<file path="src/hdl/e2q_pkg.sv">
// ----------------------------------------------------------------------------
// Euler to quaternion package
// Payload types, fixed widths, constants and the sine series used to build
// the quarter-wave table.
// ----------------------------------------------------------------------------
package e2q_pkg;

   localparam int SINE_TABLE_DEPTH_DEFAULT = 1024;
   localparam int ANGLE_W = 16;
   localparam int QUAT_W = 16;
   localparam int MAG_W = 16;
   localparam int TRIG_W = MAG_W + 1;

   localparam longint HALF_PI_Q30 = 64'sd1686629713;
   localparam longint DEG_UNITS = 64'sd11520;
   localparam longint SERIES_DIV [10] = '{6, 20, 42, 72, 110, 156, 210, 272, 342, 420};

   typedef struct packed {
      logic signed [ANGLE_W-1:0] roll_angle;
      logic signed [ANGLE_W-1:0] pitch_angle;
      logic signed [ANGLE_W-1:0] yaw_angle;
   } req_type;

   typedef struct packed {
      logic signed [QUAT_W-1:0] quat_w;
      logic signed [QUAT_W-1:0] quat_x;
      logic signed [QUAT_W-1:0] quat_y;
      logic signed [QUAT_W-1:0] quat_z;
   } rsp_type;

   typedef struct packed {
      logic sin_neg;
      logic cos_neg;
   } trig_sign_type;

   // Sine of a Q30 angle in radians, rounded to a Q1.15 magnitude in 0..32768.
   function automatic logic [MAG_W-1:0] sine_series(input longint x);
      longint x2;
      longint term;
      longint sum;
      longint q;
      int n;
      x2 = (x * x) >>> 30;
      term = x;
      sum = x;
      for (n = 0; n < 10; n++) begin
         term = ((term * x2) >>> 30) / SERIES_DIV[n];
         if (n[0] == 1'b0) begin
            sum = sum - term;
         end else begin
            sum = sum + term;
         end
      end
      if (sum < 0) begin
         sum = 0;
      end
      q = (sum + (longint'(1) <<< 14)) >>> 15;
      if (q > (longint'(1) <<< 15)) begin
         q = longint'(1) <<< 15;
      end
      return MAG_W'(q);
   endfunction

endpackage

</file>
<file path="src/hdl/e2q_phase.sv">
// ----------------------------------------------------------------------------
// Euler to quaternion phase stages
// Three pipeline stages that turn each angle into a table phase, then into
// quarter-wave addresses and signs for its sine and cosine.
// ----------------------------------------------------------------------------
module e2q_phase #(
   parameter int Depth = e2q_pkg::SINE_TABLE_DEPTH_DEFAULT
) (
   input  logic                        clock,
   input  logic [2:0]                  en,
   input  e2q_pkg::req_type            req_data,
   output logic [$clog2(Depth+1)-1:0]  sin_addr [3],
   output logic [$clog2(Depth+1)-1:0]  cos_addr [3],
   output e2q_pkg::trig_sign_type      trig_sign [3]
);
   import e2q_pkg::*;

   localparam int AW = $clog2(Depth + 1);
   localparam int LOG_D = $clog2(Depth);
   localparam int N_W = ANGLE_W + LOG_D + 2;
   localparam int DIV_SHIFT = 9;
   localparam longint DIV_ODD = (2 * DEG_UNITS) / (longint'(1) <<< DIV_SHIFT);
   localparam int U_W = LOG_D + DIV_SHIFT;
   localparam int QUO_SHIFT = U_W + 6;
   localparam int R_W = U_W + 1;
   localparam int P_W = U_W + R_W;
   localparam int QS_W = P_W - QUO_SHIFT + 1;
   localparam int PH_W = LOG_D + 3;
   localparam longint BIAS_Q = 4 * longint'(Depth);
   localparam longint RECIP = ((longint'(1) <<< QUO_SHIFT) + DIV_ODD - 1) / DIV_ODD;

   localparam logic signed [N_W-1:0] TWO_D_N = N_W'(2 * longint'(Depth));
   localparam logic signed [N_W-1:0] ROUND_N = N_W'(DEG_UNITS);
   localparam logic signed [N_W-1:0] BIAS_N = N_W'(DIV_ODD * BIAS_Q);
   localparam logic [R_W-1:0] RECIP_R = R_W'(RECIP);
   localparam logic signed [QS_W-1:0] BIAS_QS = QS_W'(BIAS_Q);
   localparam logic signed [PH_W-1:0] ZERO_P = '0;
   localparam logic signed [PH_W-1:0] D1_P = PH_W'(Depth);
   localparam logic signed [PH_W-1:0] D2_P = PH_W'(2 * Depth);
   localparam logic signed [PH_W-1:0] D3_P = PH_W'(3 * Depth);
   localparam logic [AW-1:0] D_A = AW'(Depth);

   logic signed [ANGLE_W-1:0] angle [3];
   logic signed [N_W-1:0] num [3];
   logic signed [N_W-1:0] scaled [3];
   logic [U_W-1:0] biased_in [3];
   logic [U_W-1:0] biased_ff [3];
   logic [P_W-1:0] prod [3];
   logic [QS_W-2:0] quot [3];
   logic signed [PH_W-1:0] phase_in [3];
   logic signed [PH_W-1:0] phase_ff [3];
   logic [2:0] span [3];
   logic signed [PH_W-1:0] offset [3];
   logic [AW-1:0] rem [3];
   logic [1:0] sin_quad [3];
   logic [1:0] cos_quad [3];
   logic [AW-1:0] sin_addr_in [3];
   logic [AW-1:0] sin_addr_ff [3];
   logic [AW-1:0] cos_addr_in [3];
   logic [AW-1:0] cos_addr_ff [3];
   trig_sign_type sign_in [3];
   trig_sign_type sign_ff [3];

   assign angle[0] = req_data.roll_angle;
   assign angle[1] = req_data.pitch_angle;
   assign angle[2] = req_data.yaw_angle;

   // The half angle in table steps is floor((2 v D + 11520) / 23040); the divide
   // is a shift by 512 followed by a reciprocal multiply for the factor 45.
   always_comb begin
      for (int i = 0; i < 3; i++) begin
         num[i] = N_W'(angle[i]) * TWO_D_N + ROUND_N;
         scaled[i] = num[i] >>> DIV_SHIFT;
         biased_in[i] = U_W'(scaled[i] + BIAS_N);

         prod[i] = P_W'(biased_ff[i]) * P_W'(RECIP_R);
         quot[i] = prod[i][P_W-1:QUO_SHIFT];
         phase_in[i] = PH_W'($signed({1'b0, quot[i]}) - BIAS_QS);

         span[i] = 3'(phase_ff[i] >= -D2_P) + 3'(phase_ff[i] >= -D1_P)
                 + 3'(phase_ff[i] >= ZERO_P) + 3'(phase_ff[i] >= D1_P)
                 + 3'(phase_ff[i] >= D2_P);
         case (span[i])
            3'd0: begin
               offset[i] = D3_P;
            end
            3'd1: begin
               offset[i] = D2_P;
            end
            3'd2: begin
               offset[i] = D1_P;
            end
            3'd4: begin
               offset[i] = -D1_P;
            end
            3'd5: begin
               offset[i] = -D2_P;
            end
            default: begin
               offset[i] = '0;
            end
         endcase
         rem[i] = AW'(phase_ff[i] + offset[i]);
         sin_quad[i] = 2'(span[i] + 3'd1);
         cos_quad[i] = 2'(span[i] + 3'd2);
         sin_addr_in[i] = sin_quad[i][0] ? D_A - rem[i] : rem[i];
         cos_addr_in[i] = cos_quad[i][0] ? D_A - rem[i] : rem[i];
         sign_in[i].sin_neg = sin_quad[i][1];
         sign_in[i].cos_neg = cos_quad[i][1];
      end
   end

   always_ff @(posedge clock) begin
      for (int i = 0; i < 3; i++) begin
         if (en[0]) begin
            biased_ff[i] <= biased_in[i];
         end
         if (en[1]) begin
            phase_ff[i] <= phase_in[i];
         end
         if (en[2]) begin
            sin_addr_ff[i] <= sin_addr_in[i];
            cos_addr_ff[i] <= cos_addr_in[i];
            sign_ff[i] <= sign_in[i];
         end
      end
   end

   assign sin_addr = sin_addr_ff;
   assign cos_addr = cos_addr_ff;
   assign trig_sign = sign_ff;

endmodule

</file>
<file path="config.mk">
export PLATFORM = sky130hd
export DESIGN_NAME = e2q_phase
export DESIGN_NICKNAME = d
export VERILOG_FILES = /design/src/hdl/e2q_pkg.sv /design/src/hdl/e2q_phase.sv
export SDC_FILE = /design/constraint.sdc
export NUM_CORES = 1
export LEC_CHECK = 0
export ABC_CLOCK_PERIOD_IN_PS = 11900
export BUFFER_PORTS_ARGS = -buffer_cell sky130_fd_sc_hd__buf_2
export CAP_MARGIN = 20
export CORE_AREA = 2 2 289 177
export DETAILED_ROUTE_END_ITERATION = 12
export DIE_AREA = 0 0 291 179
export PLACE_DENSITY = 0.78
export SYNTH_ARGS = -nofsm -noshare
export SYNTH_HDL_FRONTEND = slang
export SYNTH_SLANG_ARGS = --single-unit
</file>
<file path="constraint.sdc">
create_clock -name clock -period 11.9 [get_ports clock]
set_input_delay 1.19 -clock clock [delete_from_list [all_inputs] [get_ports clock]]
set_output_delay 1.19 -clock clock [all_outputs]
set_load 0.05 [all_outputs]
</file>
==> Yosys cells after proc, flatten, opt, wreduce, memory -nomap -nowiden <==
Memories as Yosys holds them, arrays and structs flattened.
Cells that the tools add are included.
{ "totals": {"register_bits": 72, "ram_bits": 96, "out_inout_bits": 72, "elab_cells": 93, "mem_count": 2} }
{ "mem_list": {"columns": ["name", "depth", "width", "rd", "rd_ports_with_merged_regs", "wr", "line", "source"], "rows": [
  ["biased_ff", 3, 19, 3, 0, 3, "e2q_phase.sv:47", "logic [U_W-1:0] biased_ff [3];"],
  ["phase_ff", 3, 13, 3, 0, 3, "e2q_phase.sv:51", "logic signed [PH_W-1:0] phase_ff [3];"]
]} }
{ "classes": {"add_sub_neg": 33, "mul": 3, "order_cmp": 15, "n_eq_ne": 12, "mux": 13, "n_reduce_logical": 3} }
{ "op_table": {"columns": ["cell", "n"], "rows": [
  ["one-hot mux 11 bit (5 select lines)", 3],
  ["multiplier 19 x 20 -> 38 bit, second input constant", 3],
  ["adder 27 x 15 -> 28 bit, second input constant", 3],
  ["greater-or-equal comparator 13 x 12 -> 1 bit, second input constant", 6],
  ["2-to-1 mux 11 bit", 6],
  ["adder 19 bit, second input constant", 3],
  ["greater-or-equal comparator 13 x 1 -> 1 bit, second input constant", 3],
  ["greater-or-equal comparator 13 x 11 -> 1 bit, second input constant", 3],
  ["greater-or-equal comparator 13 bit, second input constant", 3],
  ["subtractor 13 bit, second input constant", 3],
  ["adder 11 bit", 3],
  ["subtractor 11 bit, first input constant", 3],
  ["adder 3 x 1 -> 3 bit", 6],
  ["equality test 3 bit, second input constant", 6],
  ["adder 2 x 1 -> 3 bit", 3],
  ["equality test 3 x 1 -> 1 bit, second input constant", 3],
  ["equality test 3 x 2 -> 1 bit, second input constant", 3],
  ["logical NOT 3 bit", 3],
  ["adder 1 x 1 -> 2 bit", 3],
  ["adder 2 x 1 -> 2 bit, second input constant", 3],
  ["adder 2 bit, second input constant", 3],
  ["2-to-1 mux 1 bit", 4]
]} }

==> Longest topological paths before layout <==
Gate-level depths: netlist of the first run.
An unclocked memory read counts as a cell.
{ "logic_depth": {"word_depth": 11, "depth_mapped": 21, "mapped_depth_nobuf": 21} }

==> Worst setup path after synthesis of the first run <==
Ideal clock, no wire load.
{ "synth_timing": {"kind": "reg2reg", "startpoint": "memory biased_ff[0][16] (netlist bit)", "endpoint": "memory phase_ff[0][5] (netlist bit), data pin", "setup_time_ns": 0.259, "t_arrival_ns": 5.325, "setup_slack_ns": 6.316, "stages_incl_launch_ff": 20, "path_buffers": 0, "synth_period_minus_slack_ns": 5.584, "path_cell_list": "edfxtp_1 > fa_1 > inv_1 > fa_1 > inv_1 > fa_1 > fa_1 > fa_1 > inv_1 > fa_1 > inv_1 > ha_1 > nand2_1 > nor4_4 > nand2_1 > o211a_1 > a311o_1 > a21oi_2 > nor2_1 > xnor2_1"} }
{ "synth_rtl": {"columns": ["element", "line"], "rows": [
  ["start, declared", "e2q_phase.sv:47"],
  ["end, declared", "e2q_phase.sv:51"]
]} }

==> results of run 1 <==
==> area by class of cell <==
| class | count | area, um2 |
|---|---|---|
| Sequential cell | 159 | 4775 |
| Tap cell | 660 | 825.8 |
| Clock buffer | 17 | 425.4 |
| Clock inverter | 15 | 193.9 |
| Multi-Input combinational cell | 1522 | 17010 |
| Timing Repair Buffer | 125 | 630.6 |
| Inverter | 685 | 2571 |
| Fill cell | 4355 | 23450 |
| Antenna cell | 1 | 2.502 |
==> sequential cells by signal, indices dropped and copies added (netlist names) <==
| name | cells |
|---|---|
| cos_addr | 30 |
| phase_ff | 39 |
| trig_sign | 6 |
| biased_ff | 51 |
| sin_addr | 33 |
==> synth_stat cells (all sizes together) (4+ instances only) <==
cell type  number  area share (%)
o21bai         10            0.31
xnor2         121             4.3
nor2b           6            0.15
o221ai          4            0.14
and3            8            0.20
buf             9            0.21
o211a           4            0.16
nand4          24            0.64
nand3          31            0.65
nand2b         33            0.84
a21oi          83             1.8
a211oi          6            0.18
a221oi          5            0.20
nor4            8            0.29
o21ai          53             1.1
inv           685              11
and4            4            0.14
o2111ai         4            0.14
nand2          95             1.5
o21a            5            0.15
nor2           69             1.1
or3            16            0.43
edfxtp        159              20
a31oi          10            0.26
or4             4            0.12
o211ai         10            0.33
a21o           20            0.61
fa            339              28
o22ai           6            0.15
clkbuf         17            0.27
nor3           18            0.37
ha            438              22
xor2           47             1.7
==> layer usage <==
| metal | vias up | part of all wire, % | GRT usage (%) |
|---|---|---|---|
| met5 | - | 0 | 0 |
| met4 | 0 | 0.92 | 3.821 |
| met3 | 39 | 8.8 | 6.793 |
| met2 | 564 | 40 | 34.30 |
| met1 | 8213 | 50 | 36.01 |
| li1 | 7849 | - | - |
==> critical path: stages (launching register included) <==
cell and delay [ns]:
edfxtp_1 0.60, ha_1 0.43, inv_1 0.07, fa_1 0.47, inv_1 0.08, fa_1 0.55
inv_1 0.06, fa_1 0.46, fa_1 0.50, fa_1 0.55, inv_1 0.05, ha_1 0.27
nand4_1 0.19, nor4_1 0.44, nand3_1 0.12, o22ai_1 0.32, nor2_2 0.11, o21ai_1 0.25
a21oi_1 0.13, xnor2_1 0.15
==> per-stage QoR <==
stage	std cells	util (%)	setup WS [ns]	hold slack [ns]	cell area [um2]
floorplan	2392	-	6.316	0.4264	24470
global route	3183	52.99	5.462	0.5140	26430
global placement	3151	51.75	6.014	0.4768	25810
finish	3184	52.99	5.852	0.4959	26440
detailed placement	3151	51.75	5.880	0.4851	25810
CTS	3183	52.99	5.862	0.5026	26430
==> worst max-delay path by stage <==
stage	startpoint	end	slack (ns)	cells after the start
final	biased_ff[0][32]	phase_ff[0][20]	5.85	19
after CTS	biased_ff[0][32]	phase_ff[0][20]	5.86	19
after detailed placement	biased_ff[0][32]	phase_ff[0][20]	5.88	19
after global placement	biased_ff[0][18]	phase_ff[0][5]	6.01	20
after global routing	biased_ff[0][32]	phase_ff[0][20]	5.46	19
after floorplan	biased_ff[0][16]	phase_ff[0][5]	6.32	19
==> logic make-up after synthesis <==
logic type / Yosys count / synth area share, %
adder cells (fa/ha/maj): 777 / 50.12
buffers and inverters: 711 / 10.98
AND/OR/NAND/NOR: 326 / 6.687
AO/OA/AOI/OAI: 246 / 6.472
XOR/XNOR: 168 / 6.012
flip-flops: 159 / 19.51
multiplexers: 5 / 0.2198
==> run_results.csv, run 1 <==
group,metric,value,unit
sta,setup_viol,0,
clocking,clock_sinks,159,
setup_path,end_kind,"register",
sta,finalCritPeriodShare,50.82,%
finish,drive_above_1_share,6.976,%
synthesis,synth_nets,3221,
finish,mostFrequentLayoutCells,"inv_1 (685), ha_1 (438), fa_1 (339), edfxtp_1 (159), buf_2 (123)",
synthesis,synth_cell_type_count,71,
floorplan,die_area,0.05209,mm2
synthesis,postSynthAreaPerCell,10.23,um2
setup_path,reg2reg_depth,19,
detailed_routing,ant_nets,0,
setup_path,critPathLaunchType,"register",
synthesis,seq_area_frac_synth,19.51,%
setup_path,crit_fanout,5,
grt,grt_usage,23.85,%
synthesis,synthArstFlopShare,0,%
sta,fin_setup_tns,0,ns
clocking,clockBufferDepth,2,
worst_hold_path,min_path_cells,0,
setup_path,reg2reg_setup_slack,5.85,ns
floorplan,die_y,179,um
finish,synthToLayoutAreaGrowth,8.016,%
finish,nNetsFinal,3339,
synthesis,syn_area,0.02447,mm2
synthesis,synth_edf_count,159,
detailed_routing,wl_per_cell,18.71,um
place,io_buffers,123,
worst_hold_path,hold_class,"reg -> reg",
clocking,postCtsSetupBuffers,0,
setup_path,r2r_start,"biased_ff[0][32]",
synthesis,synthFlopType,"edfxtp_1",
sta,slew_viol_final,0,
grt,grt_antenna_before_repair,2,
clocking,clockRootBuffer,"clkbuf_16",
detailed_routing,dr.pass1.iters,5,
detailed_routing,via_count,16670,
setup_path,r2r_end,"phase_ff[0][20]",
setup_path,cp.arrival,6.26,ns
grt,grt_max_degree,70,
detailed_routing,routed_via_density,5.234,
clocking,numCtsBuffers,17,
outcome,status,"finished, final reports clean",
sta,clock_skew,0.01895,ns
synthesis,syn_inst,2392,
synthesis,ys_warn_count,0,
clocking,clkTransAtPathRegs,0.08,ns
detailed_routing,drc,0,
floorplan,core_area,0.04989,mm2
clocking,htreeDepth,4,
sta,rsz0062_at_grt,"false",
worst_hold_path,min_to,"sin_addr[22]",
setup_path,critical_path_class,"reg -> reg",
grt,grt_pass1_wl,94650,um
sta,tightest_slew,1.129,ns
grt,grt-ovfl-total,0,
sta,final_hold_viol_count,0,
place,dpl.hpwl,52470,um
floorplan,num_rows,64,
clocking,ctsResizeCount,0,
sta,fmax,165.4,MHz
sta,min_period,6.048,ns
clocking,clock_latency,0.47,ns
floorplan,initial_core_util,49.06,%
worst_hold_path,min-delay-start,"phase_ff[0][0]",
setup_path,critical_path_required,12.11,ns
job,maxCapViolCount,0,
finish,final_common_cell,"inv_1",
clocking,cts_tree,"built",
synthesis,yosys_register_bits,159,
floorplan,die_w,291,um
grt,grt_pass1_vias,17320,
sta,maxSlewHeadroom,24.13,%
floorplan,io_pins,124,
detailed_routing,wl,59580,um
clocking,cts_hold_buf,0,
place,routabilityCongestion,0.9821,
detailed_routing,drt_iter0_drc,1034,
Power of run 1 is left out: the tool's default activity adds up to more than one toggle a clock period on the data nets, which glitch-free logic cannot reach.
==> inputs of run 2 (changes only) <==
Settings changed: ABC_AREA set to 1, ABC_CLOCK_PERIOD_IN_PS 11900 to 5600, CORE_AREA 2 2 289 177 to 2 2 300 183, DIE_AREA 0 0 291 179 to 0 0 302 185.
Clock period 11.9 ns to 5.6 ns, I/O delays scaled along.
==> run 2 against run 1 <==
  * Clock-buffer cell count did not move
  * Sequential share of layout area fell by 1.4 points
  * Sequential cell count did not move
  * Worst hold slack got worse by 0.15 ns
  * Register-to-register slack got worse by 5.6 ns
  * Critical path depth fell by 2
  * Cell count rose by 24%
  * Via count rose by 20%
  * Synthesized area rose by 7.7%
  * Critical path type unchanged
  * Critical endpoint is now phase_ff[0][26]
  * Highest routed layer unchanged
==> run_results.csv, run 2 <==
group,metric,value,unit
floorplan,io_pins,124,
finish,n_antenna_cell,0,
sta,clock_skew,0.01926,ns
grt,grt_max_degree,70,
synthesis,seq_area_frac_synth,18.11,%
clocking,clock_latency,0.48,ns
synthesis,yosys_register_bits,159,
setup_path,cp.arrival,5.62,ns
grt,grt_pass1_wl,105000,um
clocking,clock_sinks,159,
sta,maxSlewHeadroom,37.12,%
clocking,clockBufferDepth,2,
grt,grt-ovfl-total,0,
detailed_routing,via_count,20030,
place,io_buffers,123,
finish,synthToLayoutAreaGrowth,8.441,%
floorplan,num_rows,66,
sta,slew_viol_final,0,
detailed_routing,dr.pass1.iters,8,
worst_hold_path,hold_class,"in -> reg",
synthesis,synth_nets,3899,
sta,fmax,185.3,MHz
setup_path,end_kind,"register",
detailed_routing,wl,66430,um
synthesis,synth_edf_count,159,
finish,multi_input_area,0.01841,mm2
detailed_routing,ant_nets,0,
synthesis,syn_area,0.02637,mm2
synthesis,synth_cell_type_count,44,
detailed_routing,wl_per_cell,16.85,um
place,routabilityCongestion,1.022,
synthesis,synth.area.top_cells,"fa_1 (26%), ha_1 (21%), edfxtp_1 (18%)",
detailed_routing,routed_via_density,5.080,
outcome,status,"finished, final reports clean",
floorplan,initial_core_util,49.36,%
place,dpl.hpwl,58960,um
synthesis,ys_warn_count,0,
setup_path,critical_path_required,5.82,ns
floorplan,die_y,185,um
clocking,numCtsBuffers,17,
setup_path,crit_fanout,5,
clocking,cts_hold_buf,0,
finish,top_register,"biased_ff",
finish,fillers,4875,
sta,finalCritPeriodShare,96.38,%
clocking,htreeDepth,4,
finish,drive_above_1_share,7.280,%
sta,tightest_slew,0.9432,ns
finish,final_common_cell,"inv_1",
detailed_routing,drt_iter0_drc,1728,
synthesis,yosysMostFrequentCell,"inv_1",
finish,nNetsFinal,4045,
sta,final_hold_viol_count,0,
finish,largest_register_ffs,51,
sta,fin_setup_tns,0,ns
floorplan,core_area,0.05343,mm2
synthesis,postSynthAreaPerCell,8.590,um2
floorplan,die_area,0.05587,mm2
floorplan,die_w,302,um
detailed_routing,drc,0,
grt,grt_antenna_before_repair,0,
synthesis,synthFlopType,"edfxtp_1",
synthesis,synth_top_cell_by_area,"fa_1",
finish,seqCellArea,0.004775,mm2
sta,setup_viol,0,
clocking,clockRootBuffer,"clkbuf_16",
synthesis,syn_inst,3070,
clocking,clkTransAtPathRegs,0.09,ns
grt,grt_usage,24.60,%
grt,grt_pass1_vias,19420,
synthesis,synth.top_cell.area_share,25.74,%
synthesis,synthArstFlopShare,0,%
finish,mostFrequentLayoutCells,"inv_1 (830), nand2_1 (532), ha_1 (438), fa_1 (339), nor2_1 (178)",
sta,rsz0062_at_grt,"false",
job,maxCapViolCount,0,
setup_path,critical_path_class,"reg -> reg",
setup_path,critPathLaunchType,"register",
sta,min_period,5.397,ns
synthesis,synthTopCellsByCount,"inv_1 (830), nand2_1 (532), ha_1 (438), fa_1 (339), nor2_1 (180)",
clocking,cts_tree,"built",
==> run 2: cell count changes in the layout (fill, tap and decap cells not counted), moves of 33 or more <==
cell,change
a21oi_1,+42
inv_1,+145
nand2_1,+438
nand2b_1,-33
nand3_1,+77
nor2_1,+110
o21ai_0,+76
xnor2_1,-94
==> run 2: layer usage <==
layer | routed length [um] | global-route usage, %
met5 | 0 | 0.5291
met4 | 744 | 3.901
met3 | 8010 | 9.137
met2 | 22680 | 30.18
met1 | 34990 | 39.97
==> run 2: logic make-up after synthesis <==
| kind of cell | share of synthesized area [%] |
|---|---|
| compound gates | 5.893 |
| flops | 18.11 |
| buf+inv | 12.20 |
| fa+ha+maj | 46.52 |
| xor+xnor | 2.780 |
| simple gates | 14.50 |
==> run 2: through the flow <==
step | hold WS, ns | worst slack (ns) | area, um2 | util (%) | std cells
5_1_grt | 0.3392 | 0.0005040 | 28600 | 53.52 | 3942
6_report | 0.3424 | 0.2027 | 28600 | 53.52 | 3942
4_1_cts | 0.3158 | 0.2389 | 28520 | 53.39 | 3936
2_1_floorplan | 0.4264 | 0.6139 | 26370 | - | 3070
3_5_place_dp | 0.4461 | 0.2347 | 27920 | 52.26 | 3905
3_3_place_gp | 0.4353 | 0.2943 | 27920 | 52.26 | 3905
==> run 2: area by class of cell <==
| cell class | count | share of cell area (%) |
|---|---|---|
| Sequential cell | 159 | 16.70 |
| Inverter | 836 | 10.97 |
| Timing Repair Buffer | 145 | 2.730 |
| Multi-Input combinational cell | 2057 | 64.37 |
| Clock buffer | 17 | 1.488 |
| Tap cell | 714 | 3.124 |
| Clock inverter | 14 | 0.6213 |
==> run 2: repair_timing <==
action,CTS,global route
setup buffers,0,6
endpoints found under the setup margin,0,15
resized for setup,0,8
==> run 2: worst paths after layout <==
| check | startpoint | to | slack (ns) | cells after the start |
|---|---|---|---|---|
| worst max-delay path | biased_ff[0][48] | phase_ff[0][26] | 0.20 | 17 |
| worst min-delay path | req_data[16] | biased_ff[0][21] | 0.34 | 2 |
| worst max register to register | biased_ff[0][48] | phase_ff[0][26] | 0.20 | 17 |
| worst min register to register | phase_ff[0][0] | sin_addr[22] | 0.47 | 0 |
==> run 2: worst max-delay path, stage by stage, from the launching register on <==
cell and delay [ns]:
edfxtp_1 0.51, ha_1 0.47, fa_1 0.50, fa_1 0.50
fa_1 0.54, inv_1 0.06, fa_1 0.51, fa_1 0.64
inv_1 0.08, ha_1 0.34, a21oi_1 0.29, o21ai_0 0.21
a21oi_1 0.16, nand2_1 0.09, nand3_1 0.11, nand2_1 0.06
nand2_1 0.05, nand2_1 0.04
Power of run 2 is left out for the same reason.
